`config.mk`:
```
export PLATFORM = sky130hd
export DESIGN_NAME = ssm_isqrt
export DESIGN_NICKNAME = d
export VERILOG_FILES = /design/src/rtl/ssm_pkg.sv /design/src/rtl/ssm_isqrt.sv
export SDC_FILE = /design/constraint.sdc
export NUM_CORES = 2
export LEC_CHECK = 0
export BUFFER_PORTS_ARGS = -buffer_cell sky130_fd_sc_hd__buf_2
export CORE_UTILIZATION = 40
export CTS_CLUSTER_SIZE = 25
export DETAILED_ROUTE_END_ITERATION = 6
export GPL_TIMING_DRIVEN = 0
export PLACE_DENSITY_LB_ADDON = 0.1
export SLEW_MARGIN = 10
export SYNTH_ARGS = -nofsm -noshare
export SYNTH_HDL_FRONTEND = slang
export SYNTH_SLANG_ARGS = --single-unit
```
`constraint.sdc`:
```
create_clock -name clk -period 10.6 [get_ports clk]
set_input_delay 1.59 -clock clk [delete_from_list [all_inputs] [get_ports clk]]
set_output_delay 1.59 -clock clk [all_outputs]
set_load 0.005 [all_outputs]
```
`src/rtl/ssm_pkg.sv`:
```
// shared widths, register indices and configuration type for the shadow split block
package ssm_pkg;

    // field widths
    localparam int C_W = 24;
    localparam int L_W = 16;
    localparam int R_W = 23;
    localparam int S_W = 24;

    // split walk
    localparam int NUM_SPLITS = 4;
    localparam int MAX_SPLITS = 4;
    localparam int MASK_W = MAX_SPLITS + 1;
    localparam int LAST_BIT = (NUM_SPLITS < MAX_SPLITS) ? NUM_SPLITS : MAX_SPLITS;

    // datapath widths
    localparam int FRAC_L = 14;
    localparam int PROD_W = C_W + L_W;
    localparam int ACC_W = PROD_W + 2;
    localparam int DOT_W = ACC_W - FRAC_L;
    localparam int PROJ_W = L_W + DOT_W;
    localparam int T_W = PROJ_W - FRAC_L;
    localparam int P_W = T_W + 1;
    localparam int ABS_W = P_W;
    localparam int SQR_W = 2 * ABS_W;
    localparam int SQ_W = SQR_W + 2;
    localparam int ROOT_W = SQ_W / 2;
    localparam int RW_W = R_W + 1;
    localparam int DMAX_W = ROOT_W + 1;
    localparam int RW_SHIFT = 10;

    // configuration port
    localparam int CFG_IDX_W = 3;
    localparam int CFG_DATA_W = 24;

    localparam logic [CFG_IDX_W-1:0] REG_LIGHT_X = 3'd0;
    localparam logic [CFG_IDX_W-1:0] REG_LIGHT_Y = 3'd1;
    localparam logic [CFG_IDX_W-1:0] REG_LIGHT_Z = 3'd2;
    localparam logic [CFG_IDX_W-1:0] REG_SPLIT_0 = 3'd3;
    localparam logic [CFG_IDX_W-1:0] REG_SPLIT_1 = 3'd4;
    localparam logic [CFG_IDX_W-1:0] REG_SPLIT_2 = 3'd5;
    localparam logic [CFG_IDX_W-1:0] REG_SPLIT_3 = 3'd6;

    localparam logic signed [L_W-1:0] LIGHT_X_RESET = 16'sd0;
    localparam logic signed [L_W-1:0] LIGHT_Y_RESET = -16'sd16384;
    localparam logic signed [L_W-1:0] LIGHT_Z_RESET = 16'sd0;

    typedef struct packed {
        logic signed [L_W-1:0]                 light_x;
        logic signed [L_W-1:0]                 light_y;
        logic signed [L_W-1:0]                 light_z;
        logic [MAX_SPLITS-1:0][S_W-1:0]        split_dist;
    } ssm_cfg_t;

endpackage

```
`src/rtl/ssm_isqrt.sv`:
```
// pipelined floored square root, one result bit per stage, widened radius carried alongside
module ssm_isqrt (
    input  logic                       clk,
    input  logic                       rst_n,
    input  logic                       en,
    input  logic                       in_valid,
    input  logic [ssm_pkg::SQ_W-1:0]   sq,
    input  logic [ssm_pkg::RW_W-1:0]   rw_in,
    output logic                       out_valid,
    output logic [ssm_pkg::ROOT_W-1:0] root,
    output logic [ssm_pkg::RW_W-1:0]   rw_out
);
    import ssm_pkg::*;

    logic                v_reg   [ROOT_W];
    logic [SQ_W-1:0]     rem_reg [ROOT_W];
    logic [ROOT_W-1:0]   q_reg   [ROOT_W];
    logic [RW_W-1:0]     rw_reg  [ROOT_W];

    for (genvar s = 0; s < ROOT_W; s++)
    begin : g_step
        localparam int J = ROOT_W - 1 - s;

        logic              v_in;
        logic [SQ_W-1:0]   rem_in;
        logic [ROOT_W-1:0] q_in;
        logic [RW_W-1:0]   rw_stage_in;
        logic [SQ_W:0]     trial;
        logic              fits;

        if (s == 0)
        begin : g_first
            assign v_in        = in_valid;
            assign rem_in      = sq;
            assign q_in        = '0;
            assign rw_stage_in = rw_in;
        end
        else
        begin : g_next
            assign v_in        = v_reg[s-1];
            assign rem_in      = rem_reg[s-1];
            assign q_in        = q_reg[s-1];
            assign rw_stage_in = rw_reg[s-1];
        end

        // (q + 2^j)^2 - q^2 against the running remainder
        assign trial = ((SQ_W+1)'(q_in) << (J + 1)) + ((SQ_W+1)'(1) << (2 * J));
        assign fits  = (trial <= {1'b0, rem_in});

        always_ff @(posedge clk or negedge rst_n)
        begin
            if (!rst_n)
            begin
                v_reg[s] <= 1'b0;
            end
            else if (en)
            begin
                v_reg[s] <= v_in;
            end
        end

        always_ff @(posedge clk)
        begin
            if (en)
            begin
                rem_reg[s] <= fits ? (rem_in - trial[SQ_W-1:0]) : rem_in;
                q_reg[s]   <= fits ? (q_in | (ROOT_W'(1) << J)) : q_in;
                rw_reg[s]  <= rw_stage_in;
            end
        end
    end

    assign out_valid = v_reg[ROOT_W-1];
    assign root      = q_reg[ROOT_W-1];
    assign rw_out    = rw_reg[ROOT_W-1];

`ifndef SYNTHESIS
    // floored root leaves a remainder no larger than twice the root
    a_root_floor: assert property (@(posedge clk) disable iff (!rst_n)
        v_reg[ROOT_W-1] |-> ((SQ_W+1)'(rem_reg[ROOT_W-1])
                             <= ((SQ_W+1)'(q_reg[ROOT_W-1]) << 1)))
        else $error("square root remainder out of range");
`endif

endmodule

```
==> flow_metrics.tcl <==
set metrics [dict create \
    max-slew-margin-rel_pct -1.360 \
    synthMuxAreaShare_pct 1.054 \
    hpwl_mm 279.9 \
    peakVddDrop_mv 0.1437 \
    synth-compound-area-share_pct 7.666 \
    post-cts-setup-buffers 0 \
    grt_usage_pct 19.93 \
    crit_start "en" \
    cts_tree "yes" \
    die_w_um 601.9 \
    synth_area_sq_um 143900 \
    synth_fa_ha_area_share_pct 4.851 \
    drt_first_pass_iters 6 \
    ff2ff_path_depth 14 \
    final.min_clock_period_ns 5.869 \
    reg2reg_from "q_reg[1][263]$_DFFE_PP_" \
    hold_buffers 0 \
    synth-edff-count 3280 \
    synth_top_family_by_area "simple AND/OR/NAND/NOR gates" \
    core_region_area_sq_um 357000 \
    synth-seq-cells 3312 \
    hold_class "register to register" \
    syn_inst 10297 \
    ios 149 \
    numCtsBuffers 366 \
    hold_path_depth 0 \
    rsz0062_at_grt "no" \
    cp-endpoint "rw_reg[31][0]$_DFFE_PP_" \
    end_kind "register" \
    antenna_left 0 \
    routabilityCongestion 0.9175 \
    port_buffers 148 \
    synth.avg_cell_area_sq_um 13.98 \
    fmax_mhz 170.4 \
    violations "capacitance limit, slew limit" \
    status "complete, but fails checks" \
    crit_type "primary input to register" \
    crit_path_max_fanout 163 \
    finalSetupViolations 0 \
    fill_cells 31581 \
    synth-simple-area-share_pct 9.792 \
    drive_gt1_share_pct 8.272 \
    ys_seq_area_share_pct 68.99 \
    die_area_sq_um 362200 \
    wl_per_cell_um 23.07 \
    antenna_found_initial 20 \
    root_buffer "clkbuf_16" \
    synthDistinctLibCells 86 \
    worst_pin_slew_ns 1.515 \
    grt_pass1_vias 85036 \
    reg2reg_slack_ns 5.04 \
    dr.first_iter.drc_count 6355 \
    cp.arrival_ns 6.44 \
    num-nets-final 11492 \
    fin_total_pwr_uw 36700 \
    p_leak_uw 0.05983 \
    reg2reg_to "rem_reg[1][629]$_DFFE_PP_" \
    detail_route.vias_per_cell 5.255 \
    synth_xor_area_share_pct 5.373 \
    synthArstFlopShare_pct 0.9662 \
    initial_utilization_pct 40.31 \
    worstPathRequired_ns 11.17 \
    cts.sinks 3312 \
    clock_latency_ns 0.95 \
    maxCapViolCount 1 \
    timing.final.crit_share_pct 55.37 \
    cts-htree-levels 5 \
    grt_pass1_wl_mm 543.4 \
    hold_viol_final 0 \
    largest_reg_flops 1984 \
    finClkSkew_ns 0.07212 \
    ctsResizeCount 0 \
    maxSlewViolCount 6 \
    post-place-ws_ns 3.613 \
    fin_ws_ns 4.731 \
    synth.net_count 10947 \
    grt-ovfl-total 0 \
    grt_max_degree 170 \
    startpoint_type "primary input" \
    drt_wl_total_mm 368.4 \
    powerDensity_nw_per_um2 224.6 \
    setup_tns_ns 0 \
    rows 219 \
    die_y_um 601.9 \
    drc_errors 0 \
    clock_path_buffers 4 \
    area_delta_synth_final_pct 13.53 \
    synth_ff_type "edfxtp_1" \
    route.vias.total 83922 \
    clk_pin_slew_ns 0.06 \
    yosys_warnings 0 \
]
==> logic make-up (layout without fill, tap and decap cells) <==
| group | after synthesis | in the layout |
|---|---|---|
| other cells | 0 | 73 |
| flops | 3312 | 3312 |
| simple gates | 2758 | 2758 |
| buf+inv | 862 | 1711 |
| xor+xnor | 883 | 883 |
| mux | 134 | 134 |
| compound gates | 1790 | 1790 |
| fa+ha+maj | 558 | 558 |
==> Yosys cell counts (48+ instances only) <==
cell         n  area [sq um]
clkbuf_1   160         600.6
nor2_1     670          2515
o21bai_1    49         367.9
o21a_1      82         615.6
inv_1      672          2522
nor2b_1     74         462.9
a211oi_1    48         360.4
o21ai_0    413          2067
or3_1       97         606.8
nand2_1    588          2207
a21o_1     233          1749
nand4_1    156         975.9
nor3_1     238          1191
edfxtp_1  3280         98490
nand3_1    150         750.7
xor2_1     412          3608
nor4_1     350          2190
a21oi_1    633          3168
mux2_2     117          1318
ha_1       558          6982
xnor2_1    471          4125
or4_1       59         442.9
and3_1      48         300.3
nor4b_1     51         446.7
nand2b_1    96         600.6
==> where the power goes <==
group | switching (uW) | internal (uW)
Combinational | 4010 | 2560
Clock | 5240 | 7310
Sequential | 1210 | 16400
Total | 10500 | 26200
==> worst min-delay path by stage <==
stage / from / to / slack (ns)
after global routing: rw_reg[30][17]$_DFFE_PP_ / rw_reg[31][17]$_DFFE_PP_ / 0.38
after CTS: rw_reg[28][22]$_DFFE_PP_ / rw_reg[29][22]$_DFFE_PP_ / 0.36
after floorplan: rw_reg[9][0]$_DFFE_PP_ / rw_reg[10][0]$_DFFE_PP_ / 0.40
final: rw_reg[28][22]$_DFFE_PP_ / rw_reg[29][22]$_DFFE_PP_ / 0.38
after detailed placement: rw_reg[9][18]$_DFFE_PP_ / rw_reg[10][18]$_DFFE_PP_ / 0.40
after global placement: rw_reg[20][4]$_DFFE_PP_ / rw_reg[21][4]$_DFFE_PP_ / 0.40
==> metal layers <==
layer	part of all wire, %	global-route usage [%]	routed length [um]	up-vias
met5	0	0	0	-
met4	4.7	9.110	17390	0
met3	3.5	2.167	12770	634
met2	51	35.92	188300	1827
met1	41	23.87	150000	41407
li1	-	-	-	40054
==> cells in the final DEF (no fill, tap or decap), types with 26 or more instances in the layout <==
cell / count
nor2_1: 670
a211oi_1: 47
dfrtp_1: 32
nand3_1: 150
or4_1: 59
o21a_1: 82
a21oi_1: 633
clkbuf_16: 371
or3_1: 97
o21bai_1: 49
edfxtp_1: 3280
and3_1: 48
nand4_1: 156
buf_2: 148
mux2_2: 117
bufinv_16: 35
o21ai_0: 413
nor3b_1: 26
nor2b_1: 74
nor4_1: 343
o31ai_1: 37
a31oi_1: 44
nor3_1: 238
xor2_1: 412
ha_1: 558
clkbuf_1: 242
clkinv_2: 67
xnor2_1: 471
nor4b_1: 51
a21o_1: 233
diode_2: 73
clkinv_1: 71
o211ai_1: 35
nand2b_1: 96
or2_2: 42
nand2_1: 588
inv_1: 672
==> per-stage QoR <==
stage	hold WS (ns)	util (%)	instances	instance area, sq um
2_1_floorplan	0.4003	-	10297	143900
3_3_place_gp	0.4001	42.18	15196	150600
3_5_place_dp	0.4045	42.39	15225	151400
4_1_cts	0.3596	45.71	15897	163200
5_1_grt	0.3754	45.75	15944	163300
6_report	0.3775	45.77	15970	163400
==> worst max-delay path, cell delays in order <==
cell and delay [ns]:
buf_12 0.38, buf_16 0.53, buf_16 0.58, buf_16 0.56, buf_16 0.48, buf_16 0.45
buf_16 0.48, buf_16 0.51
==> area by class of cell <==
type	instances	area, sq um	share of cell area, %
Sequential cell	3312	99300	60.77
Inverter	674	2530	1.548
Multi-Input combinational cell	6123	41440	25.36
Tap cell	4751	5944	3.638
Clock inverter	219	2267	1.387
Clock buffer	453	9592	5.870
Antenna cell	73	182.7	0.1118
Timing Repair Buffer	177	1411	0.8637
Buffer	188	743.2	0.4548
(Power assumes the default switching activity.)
