File: src/rtl/ssm_pkg.sv
// shared widths, register indices and configuration type for the shadow split block
package ssm_pkg;

    // field widths
    localparam int C_W = 24;
    localparam int L_W = 16;
    localparam int R_W = 23;
    localparam int S_W = 24;

    // split walk
    localparam int NUM_SPLITS = 4;
    localparam int MAX_SPLITS = 4;
    localparam int MASK_W = MAX_SPLITS + 1;
    localparam int LAST_BIT = (NUM_SPLITS < MAX_SPLITS) ? NUM_SPLITS : MAX_SPLITS;

    // datapath widths
    localparam int FRAC_L = 14;
    localparam int PROD_W = C_W + L_W;
    localparam int ACC_W = PROD_W + 2;
    localparam int DOT_W = ACC_W - FRAC_L;
    localparam int PROJ_W = L_W + DOT_W;
    localparam int T_W = PROJ_W - FRAC_L;
    localparam int P_W = T_W + 1;
    localparam int ABS_W = P_W;
    localparam int SQR_W = 2 * ABS_W;
    localparam int SQ_W = SQR_W + 2;
    localparam int ROOT_W = SQ_W / 2;
    localparam int RW_W = R_W + 1;
    localparam int DMAX_W = ROOT_W + 1;
    localparam int RW_SHIFT = 10;

    // configuration port
    localparam int CFG_IDX_W = 3;
    localparam int CFG_DATA_W = 24;

    localparam logic [CFG_IDX_W-1:0] REG_LIGHT_X = 3'd0;
    localparam logic [CFG_IDX_W-1:0] REG_LIGHT_Y = 3'd1;
    localparam logic [CFG_IDX_W-1:0] REG_LIGHT_Z = 3'd2;
    localparam logic [CFG_IDX_W-1:0] REG_SPLIT_0 = 3'd3;
    localparam logic [CFG_IDX_W-1:0] REG_SPLIT_1 = 3'd4;
    localparam logic [CFG_IDX_W-1:0] REG_SPLIT_2 = 3'd5;
    localparam logic [CFG_IDX_W-1:0] REG_SPLIT_3 = 3'd6;

    localparam logic signed [L_W-1:0] LIGHT_X_RESET = 16'sd0;
    localparam logic signed [L_W-1:0] LIGHT_Y_RESET = -16'sd16384;
    localparam logic signed [L_W-1:0] LIGHT_Z_RESET = 16'sd0;

    typedef struct packed {
        logic signed [L_W-1:0]                 light_x;
        logic signed [L_W-1:0]                 light_y;
        logic signed [L_W-1:0]                 light_z;
        logic [MAX_SPLITS-1:0][S_W-1:0]        split_dist;
    } ssm_cfg_t;

endpackage

File: src/rtl/ssm_select.sv
// distance range and split walk, ending in the output register
module ssm_select (
    input  logic                        clk,
    input  logic                        rst_n,
    input  logic                        en,
    input  logic                        in_valid,
    input  logic [ssm_pkg::ROOT_W-1:0]  root,
    input  logic [ssm_pkg::RW_W-1:0]    rw,
    input  ssm_pkg::ssm_cfg_t           cfg,
    output logic                        out_valid,
    output logic [ssm_pkg::MASK_W-1:0]  split_mask
);
    import ssm_pkg::*;

    logic                dv_reg;
    logic [ROOT_W-1:0]   dmin_reg;
    logic [ROOT_W-1:0]   dmin_next;
    logic [DMAX_W-1:0]   dmax_reg;
    logic [DMAX_W-1:0]   dmax_next;
    logic                mv_reg;
    logic [MASK_W-1:0]   mask_reg;
    logic [MASK_W-1:0]   mask_next;

    always_comb
    begin
        dmin_next = (root > ROOT_W'(rw)) ? (root - ROOT_W'(rw)) : '0;
        dmax_next = DMAX_W'(root) + DMAX_W'(rw);
    end

    // walk splits in index order, stop at the first one past the far edge
    always_comb
    begin
        logic stopped;
        stopped   = 1'b0;
        mask_next = '0;
        for (int i = 0; i < NUM_SPLITS; i++)
        begin
            if (!stopped)
            begin
                if (DMAX_W'(dmin_reg) < DMAX_W'(cfg.split_dist[i]))
                begin
                    mask_next[i] = 1'b1;
                end
                if (dmax_reg <= DMAX_W'(cfg.split_dist[i]))
                begin
                    stopped = 1'b1;
                end
            end
        end
        if (!stopped)
        begin
            mask_next[LAST_BIT] = 1'b1;
        end
    end

    always_ff @(posedge clk or negedge rst_n)
    begin
        if (!rst_n)
        begin
            dv_reg <= 1'b0;
            mv_reg <= 1'b0;
        end
        else if (en)
        begin
            dv_reg <= in_valid;
            mv_reg <= dv_reg;
        end
    end

    always_ff @(posedge clk)
    begin
        if (en)
        begin
            dmin_reg <= dmin_next;
            dmax_reg <= dmax_next;
            mask_reg <= mask_next;
        end
    end

    assign out_valid  = mv_reg;
    assign split_mask = mask_reg;

`ifndef SYNTHESIS
    // widened radius is at least one lsb, so the range never collapses
    a_range_order: assert property (@(posedge clk) disable iff (!rst_n)
        dv_reg |-> (DMAX_W'(dmin_reg) < dmax_reg))
        else $error("distance range empty");
`endif

endmodule

File: config.mk
export PLATFORM = sky130hd
export DESIGN_NAME = ssm_select
export DESIGN_NICKNAME = d
export VERILOG_FILES = /design/src/rtl/ssm_pkg.sv /design/src/rtl/ssm_select.sv
export SDC_FILE = /design/constraint.sdc
export NUM_CORES = 1
export LEC_CHECK = 0
export BUFFER_PORTS_ARGS = -buffer_cell sky130_fd_sc_hd__buf_2
export CAP_MARGIN = 20
export CORE_MARGIN = 1
export CORE_UTILIZATION = 52
export DETAILED_ROUTE_END_ITERATION = 8
export PLACE_DENSITY_LB_ADDON = 0.15
export SLEW_MARGIN = 20
export SYNTH_ARGS = -nofsm -noshare
export SYNTH_HDL_FRONTEND = slang
export SYNTH_SLANG_ARGS = --single-unit
File: constraint.sdc
create_clock -name clk -period 2.5 [get_ports clk]
set_clock_uncertainty 0.15 [all_clocks]
set_input_delay 0.25 -clock clk [delete_from_list [all_inputs] [get_ports clk]]
set_output_delay 0.25 -clock clk [all_outputs]
set_load 0.05 [all_outputs]
==> tab_implementation.tex, run 1 <==
\begin{tabular}{lr}
\hline
Metric & Value \\
\hline
\multicolumn{2}{l}{\textbf{Placed design}} \\
\quad Routability-driven placement congestion ratio & 0.959 \\
\quad Detailed placement HPWL & 25800 µm \\
\quad Number of input and output port buffers inserted & 161 \\
\quad Post-Place Worst Slack & -528 ps \\
\quad Post-placement cell area & 0.0132 mm² \\
\quad Post-placement cell count & 1793 \\
\multicolumn{2}{l}{\textbf{Layout}} \\
\quad Growth of design area from synthesis to finish & 46.1\% \\
\quad Commonest cells after routing, fill and taps aside & buf\_4 (285), ha\_1 (213), buf\_2 (154), inv\_1 (146), a21oi\_1 (76) \\
\quad Area of combinational cells with multiple inputs & 0.00792 mm² \\
\quad Flip-flop and latch area & 0.00215 mm² \\
\quad Max reg flops & 33 \\
\quad Non-Filler Cell Area, Final & 0.0146 mm² \\
\quad Final Non-Filler Cells & 1838 \\
\quad Layout net count & 2041 \\
\quad Fraction of layout instances using a drive strength above 1 & 38.9\% \\
\quad Antenna fix cells & 0 \\
\quad Commonest non-fill, non-tap cell in the layout & buf\_4 \\
\quad Layout fillers & 1295 \\
\multicolumn{2}{l}{\textbf{Die}} \\
\quad Die Area & 0.0197 mm² \\
\quad Ports placed on the boundary & 210 \\
\quad Overall die width & 141 µm \\
\quad Standard-cell row count & 50 \\
\quad Initial core utilization & 53.2\% \\
\quad Overall die height & 141 µm \\
\quad Core area & 0.0188 mm² \\
\multicolumn{2}{l}{\textbf{Route}} \\
\quad Antenna Violating Nets Remaining & 0 \\
\quad Total DRC errors in the routed layout & 0 \\
\quad Number of iterations in the first detailed-routing pass & 5 \\
\quad Total via count after detailed routing & 10376 \\
\quad DR WL/cell & 17.5 µm \\
\quad Number of DRC markers after the initial detailed-route iteration & 782 \\
\quad Post-DR vias/cell & 5.65 \\
\quad Total wirelength of the detailed-routed design & 32200 µm \\
\multicolumn{2}{l}{\textbf{Clock tree}} \\
\quad Max Buffers Root-to-Sink & 2 \\
\quad Clock root cell & clkbuf\_16 \\
\quad Depth of the CTS H-tree & 3 \\
\quad Clock edge transition at the registers on the reported setup and hold paths & 70 ps \\
\quad Insertion delay to the later sink of the worst-skew pair & 340 ps \\
\quad CTS Buf Count & 9 \\
\quad TritonCTS clock tree & yes \\
\quad Clock sink total & 72 \\
\multicolumn{2}{l}{\textbf{Global routing}} \\
\quad Total grt overflow & 0 \\
\quad Global-route wire length before repair & 49100 µm \\
\quad Initial antenna violation count & 1 \\
\quad Total global-route track usage & 31.6\% \\
\quad Number of global-route vias before repair & 10049 \\
\quad Pin count of the biggest net entering global routing & 29 \\
\multicolumn{2}{l}{\textbf{Synthesis}} \\
\quad Number of distinct library cells after synthesis & 75 \\
\quad Netlist Area Pre-Place & 0.00998 mm² \\
\quad Seq/Total Area, Yosys & 21.6\% \\
\quad Count of mapped cells out of synthesis & 1151 \\
\quad Async S/R FF share, synth & 2.78\% \\
\quad Flop and latch count out of synthesis & 72 \\
\quad Post-Synthesis Net Count & 1593 \\
\quad Yosys warnings & 0 \\
\quad Dominant cells by area after synthesis & ha\_1 (30\%), edfxtp\_1 (21\%), inv\_1 (5.8\%), a21oi\_1 (4.5\%), a21o\_1 (3.8\%) \\
\quad Syn Area/Cell & 8.67 µm² \\
\quad Top cell type by total area after synthesis & ha\_1 \\
\quad Number of synthesized flops with an enable pin & 70 \\
\quad Proportion of netlist area held by the largest area contributor & 29.6\% \\
\quad Most used flip-flop cell after synthesis & edfxtp\_1 \\
\multicolumn{2}{l}{\textbf{Worst setup path}} \\
\quad Ordered list of cells on the worst path & buf\_6 -> ha\_4 -> nand2\_2 -> buf\_4 -> o21a\_1 -> a2bb2oi\_2 -> a31oi\_1 -> buf\_4 -> o31ai\_4 -> o31ai\_2 -> nand4\_1 -> a211oi\_2 \\
\quad Critical Path Fanout Max & 2 \\
\quad Buf+Inv Stages, Crit Path & 3 \\
\quad Crit end category & register \\
\quad Path type of the worst setup path & register to register \\
\quad Required @ worst endpoint & 2540 ps \\
\quad Cell class contributing the biggest share of worst-path delay & compound AO/OA/AOI/OAI gates \\
\quad Maximum cell stage delay along the critical path & 440 ps \\
\quad Startpoint Class & register \\
\quad Cell with the largest stage delay on the worst path & edfxtp\_1 \\
\quad Dominant cell type by count on the critical path & buf\_4 \\
\quad Critical path data arrival time & 2820 ps \\
\multicolumn{2}{l}{\textbf{Timing}} \\
\quad Post-layout minimum cycle time & 2780 ps \\
\quad Worst Tran Pin Value & 702 ps \\
\quad Final setup vio count & 25 \\
\quad RSZ-0062 raised after global routing & yes \\
\quad Max Clock Freq & 360 MHz \\
\quad Part of the cycle the worst path needs & 111\% \\
\quad Worst-case setup margin in the final layout & -281 ps \\
\quad Hold Vio Cnt, Final & 0 \\
\quad Worst slew margin relative to its limit & 53.2\% \\
\quad Final Max Tran Viols & 0 \\
\quad Tightest hold margin & 9.16 ps \\
\multicolumn{2}{l}{\textbf{Power and ir drop}} \\
\quad Overall power consumption & 6.65 mW \\
\quad Pwr/cell area & 456 mW/mm² \\
\quad Maximum ir drop on the vdd rail & 0.456 mV \\
\quad Leak Pwr & 7.23 nW \\
\multicolumn{2}{l}{\textbf{Flow run}} \\
\quad Max-cap viol count & 0 \\
\multicolumn{2}{l}{\textbf{Status}} \\
\quad Outcome & finished with violations \\
\quad Violated checks & negative setup slack \\
\multicolumn{2}{l}{\textbf{Min path}} \\
\quad Class of the worst hold path & input port to register \\
\hline
\end{tabular}
## where the power goes
part | leakage [nW] | internal, mW | switching [mW] | total, mW
combinational | 6.36 | 1.70 | 1.77 | 3.47
clock | 0.161 | 0.897 | 0.572 | 1.47
sequential | 0.711 | 1.55 | 0.157 | 1.71
total | 7.23 | 4.15 | 2.50 | 6.65
## cell usage after synthesis, types with 6 or more instances
| master | number |
|---|---|
| o21a_1 | 12 |
| nand2_1 | 55 |
| xnor2_1 | 35 |
| nor3_1 | 31 |
| clkbuf_1 | 14 |
| buf_2 | 11 |
| ha_1 | 236 |
| o21ai_1 | 6 |
| nand3_1 | 26 |
| a211oi_1 | 14 |
| o31ai_1 | 13 |
| nand2b_1 | 13 |
| o21bai_1 | 7 |
| nor2b_1 | 22 |
| a21o_1 | 50 |
| nor2_1 | 77 |
| o211ai_1 | 8 |
| a21oi_1 | 90 |
| a31oi_1 | 9 |
| xor2_1 | 12 |
| nand4_1 | 29 |
| nor4_1 | 14 |
| edfxtp_1 | 70 |
| inv_1 | 153 |
| o21ai_0 | 43 |
## timing repair
| item | 4_1_cts | 5_1_grt |
|---|---|---|
| pin swaps | 40 | 61 |
| hold buffers | 1 | 0 |
| setup buffers | 13 | 19 |
| hold endpoints to repair | 2 | 0 |
| setup endpoints to repair | 47 | 49 |
| resized for setup | 66 | 93 |
| gates cloned | 0 | 3 |
## through the flow
step | TNS [ps] | utilization (%)
floorplan | -3930 | -
global placement | -17550 | 70.4
detailed placement | -20340 | 70.4
CTS | -496 | 74.5
global route | -4410 | 77.7
finish | -1910 | 77.7
## path summary, 6_finish.rpt
check / startpoint / end / slack [ps] / depth (start not counted)
min in group asynchronous: rst_n / dv_reg$_DFFE_PN0P_ / 100 / 2
hold reg to reg: out_valid$_DFFE_PN0P_ / out_valid$_DFFE_PN0P_ / 360 / 1
max in group asynchronous: rst_n / dv_reg$_DFFE_PN0P_ / 2000 / 2
hold / removal: in_valid / dv_reg$_DFFE_PN0P_ / 9 / 2
setup reg to reg: dmax_reg[11]$_DFFE_PP_ / split_mask[3]$_SDFFCE_PP0P_ / -280 / 12
setup / recovery: dmax_reg[11]$_DFFE_PP_ / split_mask[3]$_SDFFCE_PP0P_ / -280 / 12
## cells by family after synthesis
| kind of cell | Yosys count | synth area share [%] |
|---|---|---|
| flops | 72 | 21.6 |
| buf+inv | 184 | 7.40 |
| mux | 4 | 0.426 |
| fa+ha+maj | 238 | 30.0 |
| xor+xnor | 47 | 4.13 |
| compound gates | 305 | 21.1 |
| simple gates | 301 | 15.4 |
## final cells by class
class,instances,share of cell area [%]
multi-input combinational,895,54.3
clock inverter,7,0.772
timing repair buffer,468,22.5
tap,234,2.01
sequential,72,14.8
clock buffer,9,1.54
inverter,153,4.08
## routing by layer
metal	track usage, %	wire (µm)	vias up
li1	-	-	5098
met1	42.4	14300	4783
met2	52.9	14900	420
met3	2.46	1820	73
met4	12.6	1180	2
met5	0	13	-
(Power assumes the default switching activity.)
==> run 2, diff against run 1 <==
--- a/config.mk
+++ b/config.mk
@@ -5,13 +5,13 @@
 export SDC_FILE = /design/constraint.sdc
 export NUM_CORES = 1
 export LEC_CHECK = 0
+export ABC_AREA = 1
 export BUFFER_PORTS_ARGS = -buffer_cell sky130_fd_sc_hd__buf_2
 export CAP_MARGIN = 20
 export CORE_MARGIN = 1
-export CORE_UTILIZATION = 52
+export CORE_UTILIZATION = 53
 export DETAILED_ROUTE_END_ITERATION = 8
 export PLACE_DENSITY_LB_ADDON = 0.15
-export SLEW_MARGIN = 20
 export SYNTH_ARGS = -nofsm -noshare
 export SYNTH_HDL_FRONTEND = slang
 export SYNTH_SLANG_ARGS = --single-unit
==> run 2 against run 1 <==
  * The run now ends clean
  * Global-route usage increased by 0.19 points
  * Synthesized area increased by 10%
  * Worst hold slack improved by 120 ps
  * Clock power decreased by 9.5%
  * Register-to-register slack improved by 470 ps
  * Non-clock buffer count decreased by 200
  * Synthesized cell count increased by 36%
  * Maximum frequency increased by 20%
  * First-iteration DRC count decreased by 26%
  * Total power decreased by 12%
==> tab_implementation.tex, run 2 <==
\begin{tabular}{lr}
\hline
Metric & Value \\
\hline
\multicolumn{2}{l}{\textbf{Die}} \\
\quad Die Area & 0.0214 mm² (+8.2\%) \\
\quad Overall die height & 146 µm (+4.0\%) \\
\quad Initial core utilization & 54.3\% (+1.1 points) \\
\quad Standard-cell row count & 52 (+4.0\%) \\
\quad Ports placed on the boundary & 210 (unchanged) \\
\quad Overall die width & 146 µm (+4.0\%) \\
\quad Core area & 0.0203 mm² (+8.2\%) \\
\multicolumn{2}{l}{\textbf{Synthesis}} \\
\quad Syn Area/Cell & 7.05 µm² (-19\%) \\
\quad Proportion of netlist area held by the largest area contributor & 26.8\% (-2.8 points) \\
\quad Async S/R FF share, synth & 2.78\% (unchanged) \\
\quad Seq/Total Area, Yosys & 19.5\% (-2.0 points) \\
\quad Most used flip-flop cell after synthesis & edfxtp\_1 \\
\quad Top cell type by total area after synthesis & ha\_1 \\
\quad Count of mapped cells out of synthesis & 1562 (+36\%) \\
\quad Most instantiated cells after synthesis & nand2\_1 (300), inv\_1 (266), ha\_1 (236) \\
\quad Post-Synthesis Net Count & 2004 (+26\%) \\
\quad Number of distinct library cells after synthesis & 46 (-39\%) \\
\quad Dominant cells by area after synthesis & ha\_1 (27\%), edfxtp\_1 (19\%), nand2\_1 (10\%), inv\_1 (9.1\%), a21oi\_1 (6.7\%) \\
\quad Netlist Area Pre-Place & 0.0110 mm² (+10\%) \\
\quad Flop and latch count out of synthesis & 72 (unchanged) \\
\quad Yosys warnings & 0 (unchanged) \\
\quad Most used standard cell by instance count after synthesis & nand2\_1 \\
\quad Number of synthesized flops with an enable pin & 70 (unchanged) \\
\multicolumn{2}{l}{\textbf{Timing}} \\
\quad Post-layout minimum cycle time & 2310 ps (-471 ps) \\
\quad Worst slew margin relative to its limit & 67.3\% (+14 points) \\
\quad Part of the cycle the worst path needs & 92.4\% (-19 points) \\
\quad Final Max Tran Viols & 0 (unchanged) \\
\quad Final setup vio count & 0 (-100\%) \\
\quad RSZ-0062 raised after global routing & no \\
\quad Max Clock Freq & 433 MHz (+20\%) \\
\quad Hold Vio Cnt, Final & 0 (unchanged) \\
\quad Post-route setup TNS & 0 ps (+1910 ps) \\
\quad Tightest hold margin & 125 ps (+115 ps) \\
\quad Worst-case setup margin in the final layout & 190 ps (+471 ps) \\
\quad Worst Tran Pin Value & 491 ps (-212 ps) \\
\multicolumn{2}{l}{\textbf{Layout}} \\
\quad Growth of design area from synthesis to finish & 19.4\% \\
\quad Max reg flops & 33 (unchanged) \\
\quad Final core utilization & 64.8\% (-13 points) \\
\quad Area of combinational cells with multiple inputs & 0.00770 mm² (-2.8\%) \\
\quad Layout net count & 2264 (+11\%) \\
\quad Antenna fix cells & 0 (unchanged) \\
\quad Flip-flop and latch area & 0.00215 mm² (unchanged) \\
\quad Layout fillers & 1902 (+47\%) \\
\quad Fraction of layout instances using a drive strength above 1 & 18.4\% (-21 points) \\
\quad Commonest non-fill, non-tap cell in the layout & nand2\_1 \\
\quad Commonest cells after routing, fill and taps aside & nand2\_1 (300), inv\_1 (266), ha\_1 (236), buf\_2 (161), nor2\_1 (157) \\
\multicolumn{2}{l}{\textbf{Clock tree}} \\
\quad Clock edge transition at the registers on the reported setup and hold paths & 60 ps (about the same) \\
\quad CTS Buf Count & 9 (unchanged) \\
\quad Post-CTS setup-driven buffer insertion count & 0 (-13) \\
\quad Insertion delay to the later sink of the worst-skew pair & 350 ps (about the same) \\
\quad Max Buffers Root-to-Sink & 2 (unchanged) \\
\quad Depth of the CTS H-tree & 3 (unchanged) \\
\quad TritonCTS clock tree & yes \\
\quad Clock sink total & 72 (unchanged) \\
\quad Clock root cell & clkbuf\_16 \\
\multicolumn{2}{l}{\textbf{Flow run}} \\
\quad Max-cap viol count & 0 (unchanged) \\
\multicolumn{2}{l}{\textbf{Route}} \\
\quad Total wirelength of the detailed-routed design & 33800 µm (+4.9\%) \\
\quad Total via count after detailed routing & 11179 (+7.7\%) \\
\quad Post-DR vias/cell & 5.33 (-5.6\%) \\
\quad Total DRC errors in the routed layout & 0 (unchanged) \\
\quad Number of iterations in the first detailed-routing pass & 5 (unchanged) \\
\quad DR WL/cell & 16.1 µm (-8.1\%) \\
\quad Number of DRC markers after the initial detailed-route iteration & 575 (-26\%) \\
\quad Antenna Violating Nets Remaining & 0 (unchanged) \\
\multicolumn{2}{l}{\textbf{Global routing}} \\
\quad Pin count of the biggest net entering global routing & 57 (+97\%) \\
\quad Initial antenna violation count & 0 (-1) \\
\quad Total grt overflow & 0 (unchanged) \\
\quad Global-route wire length before repair & 52900 µm (+7.8\%) \\
\quad Number of global-route vias before repair & 10859 (+8.1\%) \\
\quad Total global-route track usage & 31.8\% (+0.19 points) \\
\multicolumn{2}{l}{\textbf{Power and ir drop}} \\
\quad Overall power consumption & 5.86 mW (-12\%) \\
\quad Pwr/cell area & 445 mW/mm² (-2.3\%) \\
\quad Maximum ir drop on the vdd rail & 0.328 mV (-28\%) \\
\quad Leak Pwr & 7.08 nW (-2.2\%) \\
\multicolumn{2}{l}{\textbf{Worst setup path}} \\
\quad Cell with the largest stage delay on the worst path & edfxtp\_1 \\
\quad Dominant cell type by count on the critical path & nand2\_1 \\
\quad Path type of the worst setup path & register to register \\
\quad Buf+Inv Stages, Crit Path & 0 (-3) \\
\quad Ordered list of cells on the worst path & ha\_1 -> nand2\_1 -> nor2\_1 -> nand2\_1 -> nand2\_1 -> nand2\_1 -> nand2\_1 -> nand2\_1 -> nand3\_1 -> nand2\_1 -> nor2\_1 -> nand2\_1 -> nor2\_1 \\
\quad Cell class contributing the biggest share of worst-path delay & simple AND/OR/NAND/NOR gates \\
\quad Startpoint Class & register \\
\quad R2R Setup Slk & 190 ps (+470 ps) \\
\quad Maximum cell stage delay along the critical path & 510 ps (+70 ps) \\
\quad Critical path data arrival time & 2370 ps (-450 ps) \\
\quad Crit end category & register \\
\quad Required @ worst endpoint & 2560 ps (+20 ps) \\
\quad Critical Path Fanout Max & 4 (+2) \\
\quad Worst reg-to-reg path cell count & 13 (+1) \\
\quad Logic depth of the worst path, buffers included & 13 (+1) \\
\multicolumn{2}{l}{\textbf{Placed design}} \\
\quad Detailed placement HPWL & 29800 µm (+15\%) \\
\quad Post-Place Worst Slack & -129 ps (+399 ps) \\
\quad Routability-driven placement congestion ratio & 0.946 (-1.3\%) \\
\quad Number of input and output port buffers inserted & 161 (unchanged) \\
\multicolumn{2}{l}{\textbf{Status}} \\
\quad Outcome & finished, final reports clean \\
\multicolumn{2}{l}{\textbf{Min path}} \\
\quad Class of the worst hold path & input port to async pin \\
\hline
\end{tabular}
[run 2: cell types whose count changed in the layout (fill, tap and decap cells not counted), sizes merged, moves of 14 or more]
cell / delta
nor2: +92
nand2: +258
inv: +117
buf: -200
nand3: +42
o21ai: +28
xor2: +23
a21oi: +68
xnor2: -33
o31ai: -15
nor2b: -22
a211oi: -14
a21o: -39
[run 2: stage by stage]
step | std cells | area, µm²
floorplan | 1562 | 11000
global placement | 2079 | 12800
detailed placement | 2079 | 12800
CTS | 2097 | 13100
global route | 2097 | 13200
finish | 2097 | 13200
[run 2: layer usage]
| layer | up-vias | GRT usage [%] | share of wire [%] |
|---|---|---|---|
| met3 | 65 | 2.50 | 3.7 |
| li1 | 5754 | - | - |
| met1 | 5066 | 39.0 | 45 |
| met2 | 294 | 56.6 | 48 |
| met5 | - | 0 | 0 |
| met4 | 0 | 14.6 | 4.0 |
[run 2: cell type report]
| type | instances | share of cell area, % |
|---|---|---|
| clock inverter | 7 | 0.590 |
| inverter | 270 | 7.73 |
| sequential | 72 | 16.4 |
| timing repair buffer | 268 | 12.5 |
| tap | 270 | 2.57 |
| clock buffer | 9 | 1.71 |
| multi-input combinational | 1201 | 58.6 |
[run 2: final timing paths]
path	start	end
setup / recovery	dmax_reg[6]$_DFFE_PP_	split_mask[4]$_DFFE_PP_
hold / removal	rst_n	dv_reg$_DFFE_PN0P_
setup reg to reg	dmax_reg[6]$_DFFE_PP_	split_mask[4]$_DFFE_PP_
hold reg to reg	dv_reg$_DFFE_PN0P_	out_valid$_DFFE_PN0P_
max in group asynchronous	rst_n	out_valid$_DFFE_PN0P_
min in group clk	root[31]	dmax_reg[31]$_DFFE_PP_
[run 2: repair_timing]
item / in CTS / in global routing
hold buffers: 2 / 0
endpoints found under the hold margin: 3 / 0
gates resized for setup: 0 / 1
endpoints found under the setup margin: 0 / 2
[run 2: cell families (layout without fill, tap and decap cells)]
logic type / count (synthesis) / after routing / share of synthesized area (%)
XOR/XNOR: 37 / 37 / 2.94
AND/OR/NAND/NOR: 649 / 649 / 25.7
adder cells (fa/ha/maj): 238 / 238 / 27.2
flip-flops: 72 / 72 / 19.5
buffers and inverters: 289 / 554 / 10.6
AO/OA/AOI/OAI: 277 / 277 / 14.1
[run 2: power by group]
group	leakage (nW)	internal, mW	total (mW)	switching (mW)
clock	0.147	0.783	1.33	0.552
sequential	0.710	1.55	1.78	0.236
combinational	6.22	1.14	2.74	1.60
total	7.08	3.47	5.86	2.38
[run 2: worst register-to-register path: stages, from the launching register on]
cell      delay [ps]
edfxtp_1         510
ha_1             350
nand2_1           60
nor2_1           280
nand2_1          100
nand2_1          120
nand2_1           60
nand2_1           60
nand2_1           50
nand3_1           90
nand2_1           70
nor2_1           100
nand2_1           90
nor2_1            90
